==> src/mavt_ram.sv <==
// Generic single-port-write, registered-read RAM.
`timescale 1ns / 1ps
`default_nettype none
module mavt_ram #(
  parameter int WIDTH = 16,
  parameter int DEPTH = 64
) (
  input  wire logic                                    clk_i,
  input  wire logic                                    we_i,
  input  wire logic [((DEPTH > 1) ? $clog2(DEPTH) : 1)-1:0] waddr_i,
  input  wire logic [WIDTH-1:0]                        wdata_i,
  input  wire logic [((DEPTH > 1) ? $clog2(DEPTH) : 1)-1:0] raddr_i,
  output logic      [WIDTH-1:0]                        rdata_o
);
  logic [WIDTH-1:0] mem_q [DEPTH];
  logic [WIDTH-1:0] rdata_q;

  always_ff @(posedge clk_i) begin
    if (we_i) begin
      mem_q[waddr_i] <= wdata_i;
    end
    rdata_q <= mem_q[raddr_i];
  end

  assign rdata_o = rdata_q;
endmodule
`default_nettype wire

==> config.mk <==
export PLATFORM = sky130hd
export DESIGN_NAME = mavt_ram
export DESIGN_NICKNAME = d
export VERILOG_FILES = /design/src/mavt_ram.sv
export SDC_FILE = /design/constraint.sdc
export NUM_CORES = 1
export LEC_CHECK = 0
export ABC_CLOCK_PERIOD_IN_PS = 3450
export BUFFER_PORTS_ARGS = -buffer_cell sky130_fd_sc_hd__buf_2
export CORE_UTILIZATION = 60
export CTS_CLUSTER_SIZE = 14
export DETAILED_ROUTE_END_ITERATION = 7
export PLACE_DENSITY = 0.76
export SYNTH_ARGS = -nofsm -noshare
export SYNTH_HDL_FRONTEND = slang
export SYNTH_SLANG_ARGS = --single-unit
==> constraint.sdc <==
create_clock -name clk_i -period 3.45 [get_ports clk_i]
set_input_delay 0.8625 -clock clk_i [delete_from_list [all_inputs] [get_ports clk_i]]
set_output_delay 0.8625 -clock clk_i [all_outputs]
set_load 0.03 [all_outputs]
==> summary.txt <==
Run status
  – Status: completed

CTS
  – Htree depth: 3
  – CTS tree: yes
  – Worst-path clk slew: 0.06 ns
  – Post_cts resized: 0
  – Post-CTS Setup Bufs: 0
  – Max clock buf depth: 3
  – CTS Buf Count: 99
  – Sinks on Clock Net: 1040
  – Root Driver: clkbuf_16
  – Worst-Skew Late Latency: 0.66 ns
  – CTS Hold Bufs: 0

Power
  – Worst vdd ir: 0.4180 mV
  – Total power: 26.06 mW
  – Pwr/cell area: 573.6 mW/mm2
  – Leakage: 14.69 nW

Global route
  – Total gr overflow: 0
  – Met3 GRT Util: 5.381%
  – Number of global-route vias before repair: 20.15k
  – GR Layer Usage met1: 38.38%
  – First-pass GRT wire length: 134500 um
  – Largest net degree at the start of global routing: 65
  – GR peak layer: met2
  – Initial antenna violation count: 7
  – GRT Total Usage: 28.00%
  – Met2 usage: 45.41%

Finish
  – P&R area growth vs syn: 13.47%
  – Commonest non-fill, non-tap cell in the layout: edfxtp_1
  – Most frequent cells in the layout: edfxtp_1 (1024), mux4_2 (220), buf_4 (161)
  – Share of layout cells above drive strength 1: 29.15%
  – Final net count: 2081

Synthesis
  – FF+latch count, synth: 1040
  – Sequential share of the synthesized area: 77.59%
  – Cell variety after synth: 43
  – Number of enable flip-flop cells after synthesis: 1024
  – Synth Instances: 1829
  – Post-Syn Area per Cell: 21.89 um2
  – Ys async rst share: 0%
  – Cell Area, Synth: 0.04004 mm2
  – Syn_nets: 1859
  – Top FF cell, synth: edfxtp_1
  – Synthesis Warnings: 0

Worst setup path
  – CP arrival: 3.18 ns
  – Req. time, crit path: 3.99 ns
  – CP Class: in2reg
  – Startpoint types: input pin
  – CP max FO: 59
  – Crit path capture type: register

STA
  – Hold Vio Cnt, Final: 0
  – Setup violators final: 0
  – Minimum clock period: 2.640 ns
  – Slew margin rel.: 13.38%
  – Final setup margin: 0.8101 ns
  – Setup tns final: 0 ns
  – Max Slew Vio Count: 0
  – Fmax: 0.3788 GHz
  – Final critical-path share of the clock period: 76.52%
  – Clk_skew: 0.01882 ns
  – Min Hold Slack: 0.5271 ns
  – Worst-Margin Slew: 1.299 ns
  – RSZ-0062 raised after global routing: false

Drt
  – First DRT Iteration DRCs: 2626
  – Via count: 19.75k
  – Routed wire length: 92240 um
  – Residual DRC count: 0
  – Avg WL per Cell: 30.72 um
  – DRT Pass-1 Iters: 5
  – Post-route ant nets: 0
  – Vias per cell: 6.576

Die
  – Die Y: 260.3 um
  – Cell Rows: 94
  – Die width: 260.3 um
  – Core Area: 0.06586 mm2
  – Die ar.: 0.06777 mm2
  – Initial Utilization: 60.80%
  – I/O pin cnt: 46

Place
  – Worst slack at placement: 0.1676 ns
  – HPWL Detailed: 56230 um
  – RD Place Congestion: 0.8811
  – IO Port Bufs: 45

Flow run
  – Max-cap violations: 0

Hold path
  – Worst Hold Class: in2reg
## cell families (layout without fill, tap and decap cells)
logic type | after synthesis | after routing | synth area share, %
other | 0 | 5 | 0
and+or+nand+nor | 220 | 220 | 2.647
DFF | 1040 | 1040 | 77.59
muxes | 336 | 336 | 15.52
AOI/OAI and AO/OA | 129 | 129 | 2.409
buffers and inverters | 104 | 409 | 1.831
## routing by layer
metal / vias to the layer above / part of all wire (%)
met2: 1088 / 50
met5: - / 0.035
met1: 10330 / 37
li1: 8123 / -
met4: 4 / 3.7
met3: 198 / 9.4
## where the power goes
group | total (mW) | internal [mW] | switching [mW]
clock network | 10.6 | 6.14 | 4.50
logic | 1.40 | 0.529 | 0.871
registers | 14.0 | 14.0 | 0.0434
total | 26.1 | 20.7 | 5.41
## per-stage QoR
| step | instances | util, % | cell area [um2] |
|---|---|---|---|
| final | 3003 | 68.99 | 45440 |
| after detailed placement | 2814 | 64.14 | 42240 |
| after CTS | 2998 | 68.97 | 45420 |
| after floorplan | 1829 | - | 40040 |
| after global placement | 2814 | 64.14 | 42240 |
| after global routing | 2998 | 68.97 | 45420 |
## worst paths after layout
path | from | to | slack, ns | depth (start not counted)
min reg2reg | mem_q[63][10]$_DFFE_PP_ | rdata_o[10]$_DFF_P_ | 0.86 | 5
max | raddr_i[1] | rdata_o[14]$_DFF_P_ | 0.81 | 7
max reg2reg | mem_q[7][15]$_DFFE_PP_ | rdata_o[15]$_DFF_P_ | 1.10 | 5
min | wdata_i[13] | mem_q[3][13]$_DFFE_PP_ | 0.53 | 1
## final cells by class
type                    count  area, um2
fillers                  3943      20430
flip-flops and latches   1040      31070
clock buffers             132       2726
repair buffers            225       1839
multi-input cells         685       8252
clock inverters            52      456.7
diodes                      5      12.51
well taps                 864       1081
## cells in the mapped netlist, drive strengths merged, types with 2 or more instances
| cell | instances | area share (%) |
|---|---|---|
| nor4 | 3 | 0.094 |
| and4 | 5 | 0.11 |
| a31oi | 8 | 0.12 |
| and2 | 2 | 0.031 |
| a41oi | 5 | 0.11 |
| buf | 77 | 1.6 |
| clkbuf | 27 | 0.27 |
| a21oi | 17 | 0.21 |
| edfxtp | 1024 | 77 |
| nor2b | 30 | 0.47 |
| nand2b | 3 | 0.047 |
| nor2 | 74 | 0.71 |
| a211oi | 8 | 0.15 |
| a311oi | 8 | 0.17 |
| o21ai | 8 | 0.10 |
| nand3b | 2 | 0.037 |
| a221o | 6 | 0.15 |
| nor3 | 2 | 0.025 |
| nand4 | 12 | 0.19 |
| a211o | 8 | 0.17 |
| dfxtp | 16 | 0.80 |
| nand2 | 60 | 0.58 |
| mux2i | 85 | 2.1 |
| a22o | 6 | 0.13 |
| mux2 | 27 | 0.76 |
| nand3 | 24 | 0.30 |
| a221oi | 16 | 0.35 |
| mux4 | 224 | 13 |
| a22oi | 39 | 0.73 |
## critical path, stage by stage
cell	delay [ns]
buf_6	0.50
buf_12	0.27
mux4_2	0.33
mux2_2	0.33
nand2_1	0.08
nand4_1	0.35
and4_1	0.34
## state kept, by name (all words and copies together), names as in the netlist
signal   flops
rdata_o     16
mem_q     1024
Note: power is estimated with default switching activity, not from simulation.
