===== config.mk =====
export PLATFORM = sky130hd
export DESIGN_NAME = mavt_div
export DESIGN_NICKNAME = d
export VERILOG_FILES = /design/src/mavt_pkg.sv /design/src/mavt_div.sv
export SDC_FILE = /design/constraint.sdc
export NUM_CORES = 1
export LEC_CHECK = 0
export ABC_AREA = 1
export ABC_CLOCK_PERIOD_IN_PS = 8830
export BUFFER_PORTS_ARGS = -buffer_cell sky130_fd_sc_hd__buf_2
export CORE_MARGIN = 4
export CORE_UTILIZATION = 60
export CTS_CLUSTER_SIZE = 30
export DETAILED_ROUTE_END_ITERATION = 8
export PLACE_DENSITY = 0.91
export SKIP_LAST_GASP = 1
export SYNTH_ARGS = -nofsm -noshare
export SYNTH_HDL_FRONTEND = slang
export SYNTH_SLANG_ARGS = --single-unit

===== constraint.sdc =====
create_clock -name clk_i -period 8.83 [get_ports clk_i]
set_clock_uncertainty 0.05 [all_clocks]
set_input_delay 1.766 -clock clk_i [delete_from_list [all_inputs] [get_ports clk_i]]
set_output_delay 1.766 -clock clk_i [all_outputs]
set_load 0.01 [all_outputs]

===== src/mavt_pkg.sv =====
// Shared widths, codes and types of the moving average and variance tracker.
`timescale 1ns / 1ps
`default_nettype none
package mavt_pkg;

  localparam int SAMPLE_W = 16;
  localparam int WEIGHT_W = 17;
  localparam int MEAN_W   = 16;
  localparam int VAR_W    = 31;
  localparam int LEN_W    = 7;
  localparam int ACC_W    = 32;
  localparam int CNT_W    = 32;
  localparam int VSUM_W   = 64;
  localparam int FRAC     = 16;
  localparam int ONE_Q16  = 65536;
  localparam int VAR_MAX  = 1073741824;

  localparam int NUM_W = 64;
  localparam int DEN_W = 32;

  localparam int APB_AW = 3;
  localparam int APB_DW = 32;

  localparam logic REG_MODE = 1'b0;
  localparam logic REG_LEN  = 1'b1;

  typedef enum logic [1:0] {
    MODE_CUM   = 2'd0,
    MODE_WIN   = 2'd1,
    MODE_DECAY = 2'd2,
    MODE_HOLD  = 2'd3
  } mode_e;

endpackage
`default_nettype wire


===== src/mavt_div.sv =====
// Iterative restoring unsigned divider, one quotient bit per cycle.
`timescale 1ns / 1ps
`default_nettype none
module mavt_div (
  input  wire logic                    clk_i,
  input  wire logic                    rst_ni,
  input  wire logic                    start_i,
  input  wire logic [mavt_pkg::NUM_W-1:0] num_i,
  input  wire logic [mavt_pkg::DEN_W-1:0] den_i,
  output logic                         done_o,
  output logic      [mavt_pkg::NUM_W-1:0] quo_o
);
  import mavt_pkg::*;

  localparam int CW = $clog2(NUM_W);

  logic             busy_q, busy_d;
  logic             done_q, done_d;
  logic [CW-1:0]    cnt_q, cnt_d;
  logic [NUM_W-1:0] quo_q, quo_d;
  logic [DEN_W-1:0] rem_q, rem_d;
  logic [DEN_W-1:0] den_q, den_d;
  logic [DEN_W:0]   rem_sh;
  logic [DEN_W:0]   rem_sub;
  logic             ge;

  always_comb begin
    busy_d  = busy_q;
    done_d  = 1'b0;
    cnt_d   = cnt_q;
    quo_d   = quo_q;
    rem_d   = rem_q;
    den_d   = den_q;
    rem_sh  = {rem_q, quo_q[NUM_W-1]};
    rem_sub = rem_sh - {1'b0, den_q};
    ge      = rem_sh >= {1'b0, den_q};
    if (start_i) begin
      busy_d = 1'b1;
      cnt_d  = '0;
      quo_d  = num_i;
      rem_d  = '0;
      den_d  = den_i;
    end else if (busy_q) begin
      rem_d = ge ? rem_sub[DEN_W-1:0] : rem_sh[DEN_W-1:0];
      quo_d = {quo_q[NUM_W-2:0], ge};
      cnt_d = cnt_q + 1'b1;
      if (cnt_q == CW'(NUM_W - 1)) begin
        busy_d = 1'b0;
        done_d = 1'b1;
      end
    end
  end

  always_ff @(posedge clk_i or negedge rst_ni) begin
    if (!rst_ni) begin
      busy_q <= 1'b0;
      done_q <= 1'b0;
      cnt_q  <= '0;
    end else begin
      busy_q <= busy_d;
      done_q <= done_d;
      cnt_q  <= cnt_d;
    end
  end

  always_ff @(posedge clk_i) begin
    quo_q <= quo_d;
    rem_q <= rem_d;
    den_q <= den_d;
  end

  assign done_o = done_q;
  assign quo_o  = quo_q;
endmodule
`default_nettype wire


==> results.cfg, run 1 <==
[drt]
totalWireLength_um = 22520
vias = 7836
drc = 0
dr.pass1.iters = 5
drt_iter0_drc = 620
drtAntennaViolNets = 0
vias_per_cell = 5.320
wire_per_inst_um = 15.29

[timing]
finalSetupTns_ps = 0
fin_ws_ps = 4923
fin_hold_ws_ps = 424.7
period_share_pct = 44.24
slew_viol_final = 0
timing.fmax_ghz = 0.2560
tightest_slew_ps = 1134
finalSetupViolations = 0
layout_min_cycle_time_ps = 3907
hold_viol_final = 0
rsz0062_at_grt = false
slew_headroom_pct = 24.42

[synthesis]
avgSynthCellArea_um2 = 7.353
synthCells = 1127
yosysWarningCount = 0
synth-seq-cells = 136
synth_area_leaders = edfxtp_1 (35%), nand2_1 (23%), inv_1 (8.2%), dfxtp_1 (7.7%), ha_1 (5.0%)
seq_area_frac_synth_pct = 44.93
synthArstFlopShare_pct = 5.882
yosys.area.top_type = edfxtp_1
synth_edf_count = 96
synth_top_area_share_pct = 34.79
syn_nets = 1260
synth.distinct_cells = 42
syn_area_mm2 = 0.008287
synthFlopType = edfxtp_1

[final_layout]
diodes = 0
final_common_cell = nand2_1
drive_gt1_share_pct = 17.50
layout_common_cells = nand2_1 (504), inv_1 (179), buf_2 (162)
stdcell_area_mm2 = 0.009763
area_growth_pct = 17.82
fin_nets = 1417

[global_route]
grt_max_degree = 73
grt_pass1_wl_um = 37230
grt_overflow_total = 0
grt_pass1_vias = 8046
grt_usage_pct = 29.11
antenna_found_initial = 0

[place]
gp_congestion = 0.9956
place_area_mm2 = 0.009176
io_buffers = 163
hpwl_um = 16160
post-place-ws_ps = 4525

[job]
maxCapViolCount = 0

[clock_network]
htreeDepth = 4
numCtsBuffers = 17
clkSinkCount = 136
cts_hold_buf = 0
cts_root_buf = clkbuf_16
post_cts_buffers = 0
clock_latency_ps = 430
clk_pin_slew_ps = 60
cts_resized = 0
cts_tree = done
clockBufferDepth = 2

[floorplan]
die_h_um = 125.5
core_mm2 = 0.01340
start_util_pct = 61.84
io_pins = 164
die_w_um = 125.5
design.die.area_mm2 = 0.01576
rows = 42

[min_path]
hold_class = reg -> reg

[worst_setup_path]
cp-end-kind = flip-flop
path_class = in -> reg
crit_path_start_kind = primary input
crit_arrival_ps = 3900
required_ps = 8830
cp_max_fo = 72

[pwr]
p_total_mw = 2.532
power.density_mw_per_mm2 = 259.4
ir_drop_mv = 0.1815
p_leak_nw = 5.371

[status]
outcome = finished clean
metrics by stage:
stage               std cells  util [%]
global placement         1441     68.48
detailed placement       1441     68.48
global route             1473     72.86
floorplan                1127         -
CTS                      1473     72.86
finish                   1473     72.86
state kept, by name (all words and copies together) (netlist names):
| signal | cells |
|---|---|
| quo_o | 64 |
| done_o | 1 |
| cnt_q | 6 |
| den_q | 32 |
| rem_q | 32 |
| busy_q | 1 |
kinds of logic (layout without fill, tap and decap cells):
group	Yosys count	in the layout	synth area share, %
xor+xnor	14	14	1.480
buf+inv	213	383	10.52
fa+ha+maj	34	34	5.224
simple gates	681	681	34.55
flops	136	136	44.93
compound gates	49	49	3.292
cells in the mapped netlist, drive strengths merged (2+ instances only):
| cell type | n |
|---|---|
| nand2 | 512 |
| and2 | 4 |
| a21oi | 23 |
| buf | 11 |
| nor2 | 53 |
| dfrtp | 8 |
| clkbuf | 16 |
| nand4 | 9 |
| nand3b | 13 |
| dfxtp | 32 |
| o21a | 2 |
| xnor2 | 13 |
| o21ai | 17 |
| ha | 33 |
| nor3 | 3 |
| o21bai | 4 |
| edfxtp | 96 |
| nand3 | 84 |
| inv | 184 |
per-layer routing:
| metal | part of all wire, % | routed length (µm) | GRT usage, % |
|---|---|---|---|
| met5 | 0 | 0 | 0 |
| met3 | 8.6 | 1929 | 7.036 |
| met1 | 38 | 8643 | 33.12 |
| met4 | 3.5 | 795 | 12.44 |
| met2 | 50 | 11160 | 52.01 |
final cells by class:
class	count	area, µm²
Multi-Input combinational cell	778	3694
Sequential cell	136	3724
Inverter	184	690.7
Clock inverter	13	143.9
Clock buffer	19	442.9
Timing Repair Buffer	167	848.3
Fill cell	960	3637
Tap cell	176	220.2
worst max-delay path: stages:
cell and delay, ps:
buf_4 310, buf_4 680, nor2_1 180, inv_2 190
buf_4 710
power breakdown:
group / switching, mW / leakage, nW / internal (mW)
combinational: 0.620 / 3.70 / 0.350
clock: 0.293 / 0.285 / 0.427
sequential: 0.0601 / 1.39 / 0.783
final timing paths:
| path | slack, ps | end | depth (start not counted) | startpoint |
|---|---|---|---|---|
| setup / recovery | 4920 | quo_o[58] | 5 | start_i |
| hold / removal | 420 | rem_q[19] | 2 | rem_q[19] |
| setup reg to reg | 5960 | rem_q[16] | 13 | den_q[30] |
| hold reg to reg | 420 | rem_q[19] | 2 | rem_q[19] |
| max in group asynchronous | 7410 | cnt_q[4] | 1 | rst_ni |
| min in group asynchronous | 1130 | cnt_q[1] | 1 | rst_ni |
No activity file was read; power rests on OpenSTA's default activity.
==> run 2: changes to the inputs <==
--- a/config.mk
+++ b/config.mk
@@ -5,14 +5,14 @@
 export SDC_FILE = /design/constraint.sdc
 export NUM_CORES = 1
 export LEC_CHECK = 0
-export ABC_AREA = 1
-export ABC_CLOCK_PERIOD_IN_PS = 8830
+export ABC_AREA = 0
+export ABC_CLOCK_PERIOD_IN_PS = 3600
 export BUFFER_PORTS_ARGS = -buffer_cell sky130_fd_sc_hd__buf_2
 export CORE_MARGIN = 4
-export CORE_UTILIZATION = 60
+export CORE_UTILIZATION = 55
 export CTS_CLUSTER_SIZE = 30
 export DETAILED_ROUTE_END_ITERATION = 8
-export PLACE_DENSITY = 0.91
+export PLACE_DENSITY = 0.86
 export SKIP_LAST_GASP = 1
 export SYNTH_ARGS = -nofsm -noshare
 export SYNTH_HDL_FRONTEND = slang
==> constraint.sdc (replaced) <==
create_clock -name clk_i -period 3.6 [get_ports clk_i]
set_clock_uncertainty 0.05 [all_clocks]
set_input_delay 0.72 -clock clk_i [delete_from_list [all_inputs] [get_ports clk_i]]
set_output_delay 0.72 -clock clk_i [all_outputs]
set_load 0.01 [all_outputs]
==> results.cfg, run 2 <==
[final_layout]
drive_gt1_share_pct = 33.57
final_cells = 1000
final_util_pct = 69.28
fillers = 951
diodes = 0
fin_nets = 948
area_growth_pct = 20.91
stdcell_area_mm2 = 0.008885
layout_common_cells = buf_2 (162), edfxtp_1 (96), mux2_2 (64)
final_common_cell = buf_2
largest_reg_flops = 64

[status]
outcome = finished clean

[place]
post-place-ws_ps = 624.6
dpl.cell_count = 968
io_buffers = 163
place_area_mm2 = 0.008319
gp_congestion = 0.9197
hpwl_um = 12290

[floorplan]
core_mm2 = 0.01282
rows = 41
die_w_um = 123.6
die_h_um = 123.6
start_util_pct = 57.30
design.die.area_mm2 = 0.01527
io_pins = 164

[pwr]
power.density_mw_per_mm2 = 652.2
ir_drop_mv = 0.4159
p_switching_mw = 1.949
p_leak_nw = 3.927
switching_share_pct = 33.63
p_total_mw = 5.794
seqPwrFrac_pct = 36.3
power_frac_comb_pct = 34.9
clkPwrFrac_pct = 28.8
p_int_mw = 3.846

[synthesis]
synth_top_area_share_pct = 39.23
syn_nets = 793
synthCells = 660
synth.most_common_cell = edfxtp_1
avgSynthCellArea_um2 = 11.13
synthArstFlopShare_pct = 5.882
syn_area_mm2 = 0.007348
synthTopCellsByCount = edfxtp_1 (96), mux2_2 (64), nor2_1 (51)
synth_edf_count = 96
synth.distinct_cells = 61
seq_area_frac_synth_pct = 50.67
synth_area_leaders = edfxtp_1 (39%), mux2_2 (9.8%), dfxtp_1 (8.7%), ha_1 (5.6%), dfrtp_1 (2.7%)
yosys.area.top_type = edfxtp_1
synthFlopType = edfxtp_1
yosysWarningCount = 0
synth-seq-cells = 136

[drt]
dr.pass1.iters = 6
vias_per_cell = 5.601
drtAntennaViolNets = 0
wire_per_inst_um = 16.83
vias = 5601
totalWireLength_um = 16830
drc = 0
drt_iter0_drc = 325

[clock_network]
htreeDepth = 4
numCtsBuffers = 17
clkSinkCount = 136
post_cts_buffers = 0
clock_latency_ps = 420
cts_resized = 0
cts_hold_buf = 0
cts_root_buf = clkbuf_16
clockBufferDepth = 2
clk_pin_slew_ps = 60
cts_tree = done

[worst_setup_path]
crit_path_start_kind = flip-flop
reg2reg_setup_slack_ps = 600
path_cells = inv_1 -> ha_1 -> and2_1 -> o21a_1 -> o22ai_1 -> nand2_1 -> a211o_1 -> a211oi_2 -> and2_4 -> nor4b_1 -> or3_1
crit_family = simple AND/OR/NAND/NOR gates
crit_buf_inv = 1
cp-end-kind = flip-flop
r2r-start = den_q[22]
cp_max_fo = 17
cp_slowest_cell = or3_1
critPathLaunch = den_q[22]
required_ps = 3840
crit_arrival_ps = 3240
r2r_cells = 11
path_class = reg -> reg
r2r-end = rem_q[1]
max_stage_delay_ps = 400

[timing]
fin_hold_ws_ps = 87.74
hold_viol_final = 0
slew_headroom_pct = 54.62
rsz0062_at_grt = false
period_share_pct = 83.33
slew_viol_final = 0
tightest_slew_ps = 680.7
finalSetupViolations = 0
layout_min_cycle_time_ps = 3000
fin_ws_ps = 600.2
timing.fmax_ghz = 0.3334
finalSetupTns_ps = 0

[global_route]
grt_max_degree = 65
grt_usage_pct = 23.02
grt_pass1_wl_um = 27500
antenna_found_initial = 1
grt_pass1_vias = 5752
grt_overflow_total = 0

[min_path]
hold_class = in -> async

[job]
maxCapViolCount = 0
==> run 2: final cells by class <==
class	instances	area (µm²)	share of cell area, %
Multi-Input combinational cell	448	3322	37.39
Timing Repair Buffer	171	903.4	10.17
Clock buffer	20	436.7	4.915
Sequential cell	136	3725	41.92
Clock inverter	12	128.9	1.451
Inverter	41	153.9	1.732
Tap cell	172	215.2	2.422
==> run 2: layer usage <==
metal	GRT usage, %	vias to the layer above	wire length [µm]
met5	0	-	13
met1	28.83	2631	7033
li1	-	2743	-
met2	37.24	197	8164
met3	8.810	28	1336
met4	6.713	2	278
==> run 2: power by group through the flow <==
stage	Sequential [mW]	Clock (mW)	Combinational, mW
after floorplan	2.14	0	1.49
after detailed placement	2.13	0	1.99
after global routing	2.14	1.77	2.25
after CTS	2.11	1.69	2.01
final	2.11	1.67	2.02
after global placement	2.12	0	1.95
==> run 2: kinds of logic (layout without fill, tap and decap cells) <==
group / Yosys count / after routing / synth area share (%)
AND/OR/NAND/NOR: 169 / 169 / 11.36
AO/OA/AOI/OAI: 139 / 139 / 12.96
flip-flops: 136 / 136 / 50.67
buffers and inverters: 76 / 244 / 4.121
multiplexers: 75 / 75 / 11.31
adder cells (fa/ha/maj): 34 / 34 / 5.891
XOR/XNOR: 31 / 31 / 3.695
==> run 2: how the worst max path moves through the flow <==
stage,endpoint,depth (start not counted)
after CTS,rem_q[10],11
after floorplan,quo_o[0],5
final,rem_q[1],11
after detailed placement,rem_q[1],11
after global routing,rem_q[22],12
after global placement,rem_q[1],11
==> run 2: worst register-to-register path: cells and delay by family, from the launching register on <==
family | cells | cell delay, ps
compound gates | 4 | 1030
fa+ha+maj | 1 | 350
buf+inv | 1 | 40
flops | 1 | 320
simple gates | 5 | 1100
==> run 3: changes to the inputs <==
--- a/config.mk
+++ b/config.mk
@@ -6,7 +6,7 @@
 export NUM_CORES = 1
 export LEC_CHECK = 0
 export ABC_AREA = 0
-export ABC_CLOCK_PERIOD_IN_PS = 3600
+export ABC_CLOCK_PERIOD_IN_PS = 3070
 export BUFFER_PORTS_ARGS = -buffer_cell sky130_fd_sc_hd__buf_2
 export CORE_MARGIN = 4
 export CORE_UTILIZATION = 55
==> constraint.sdc (replaced) <==
create_clock -name clk_i -period 3.07 [get_ports clk_i]
set_clock_uncertainty 0.05 [all_clocks]
set_input_delay 0.614 -clock clk_i [delete_from_list [all_inputs] [get_ports clk_i]]
set_output_delay 0.614 -clock clk_i [all_outputs]
set_load 0.01 [all_outputs]
==> results.cfg, run 3 (same netlist as run 2, synthesis figures left out) <==
[status]
outcome = finished clean

[place]
post-place-ws_ps = 109.2
io_buffers = 163
hpwl_um = 11730
gp_congestion = 0.9701

[floorplan]
die_h_um = 123.6
io_pins = 164
die_w_um = 123.6
start_util_pct = 57.30
core_mm2 = 0.01282
design.die.area_mm2 = 0.01527
rows = 41

[worst_setup_path]
r2r-start = den_q[22]
cp-end-kind = flip-flop
required_ps = 3320
crit_arrival_ps = 3160
path_cells = inv_1 -> ha_1 -> and2_1 -> o21a_1 -> o22ai_1 -> nand2_1 -> a211o_1 -> a211oi_4 -> and2_4 -> nor4b_1 -> or3_1
critPathLaunch = den_q[22]
path_class = reg -> reg
max_stage_delay_ps = 390
cp_max_fo = 14
crit_path_start_kind = flip-flop
cp_slowest_cell = or3_1

[job]
maxCapViolCount = 0

[clock_network]
clk_pin_slew_ps = 60
clockBufferDepth = 2
cts_tree = done
numCtsBuffers = 17
clkSinkCount = 136
clock_latency_ps = 420
htreeDepth = 4
cts_root_buf = clkbuf_16

[min_path]
hold_class = in -> reg
hold_start = den_i[13]

[pwr]
p_leak_nw = 3.963
power.density_mw_per_mm2 = 763.6
ir_drop_mv = 0.5327

[drt]
drtAntennaViolNets = 0
dr.pass1.iters = 5
vias = 5566
totalWireLength_um = 16580
drc = 0
wire_per_inst_um = 16.52
vias_per_cell = 5.544
drt_iter0_drc = 404

[timing]
period_share_pct = 94.81
layout_min_cycle_time_ps = 2911
finalSetupViolations = 0
timing.fmax_ghz = 0.3436
slew_headroom_pct = 48.64
fin_ws_ps = 159.4
slew_viol_final = 0
fin_hold_ws_ps = 312.2
tightest_slew_ps = 770.5
hold_viol_final = 0

[final_layout]
diodes = 0
drive_gt1_share_pct = 34.25
layout_common_cells = buf_2 (162), edfxtp_1 (96), mux2_2 (64)
area_growth_pct = 22.03
final_common_cell = buf_2
largest_reg_flops = 64
fin_nets = 953

[global_route]
grt_max_degree = 141
grt_pass1_wl_um = 27120
antenna_found_initial = 0
grt_pass1_vias = 5617
grt_overflow_total = 0
grt_usage_pct = 22.80
## run 3: critical path: cells and delay by family, from the launching register on
kind | cells | cell delay [ps]
adders and majority gates | 1 | 350
AOI/OAI and AO/OA | 4 | 1010
and+or+nand+nor | 5 | 1040
DFF | 1 | 310
buffers and inverters | 1 | 40
## run 3: path summary, 6_finish.rpt
| kind | endpoint | slack, ps | cells after the start |
|---|---|---|---|
| max | rem_q[1] | 160 | 11 |
| min | den_q[13] | 310 | 1 |
| max reg2reg | rem_q[1] | 160 | 11 |
| min reg2reg | rem_q[14] | 450 | 2 |
| max in group asynchronous | busy_q | 2270 | 2 |
| min in group asynchronous | cnt_q[0] | 510 | 2 |
## run 3: routing by layer
layer	track usage, %	share of wire (%)	up-vias	wire (µm)
li1	-	-	2754	-
met1	28.03	42	2594	6951
met2	36.97	48	196	7939
met3	8.765	8.3	22	1375
met4	7.543	1.9	0	316
met5	0	0	-	0
## run 3: final cells by class
cell class,count,area [µm²]
inverter,41,157.7
sequential,136,3725
tap,172,215.2
timing repair buffer,176,980.9
multi-input combinational,448,3339
fill,967,3857
clock buffer,17,425.4
clock inverter,14,123.9
## run 3: power breakdown
group          total, mW  internal [mW]  switching, mW
clock network       1.90           1.11          0.789
logic               2.48           1.13           1.35
registers           2.47           2.28          0.191
## run 3: timing repair
action                     4_1_cts  5_1_grt
hold buffers                     1        0
gates resized for setup          0        3
hold endpoints to repair         8        0
setup endpoints to repair        0        9
setup buffers                    0        2
## run 3: metrics by stage
step                      setup TNS (ps)  std cells  utilization, %  total power [mW]  area (µm²)
after floorplan                        0        660               -             4.252        7352
after global placement                 0        970           65.21             4.835        8363
after detailed placement               0        970           65.21             4.872        8363
after CTS                              0       1002           69.57             6.810        8922
after global routing              -20.56       1004           69.92             7.285        8967
final                                  0       1004           69.92             6.847        8967
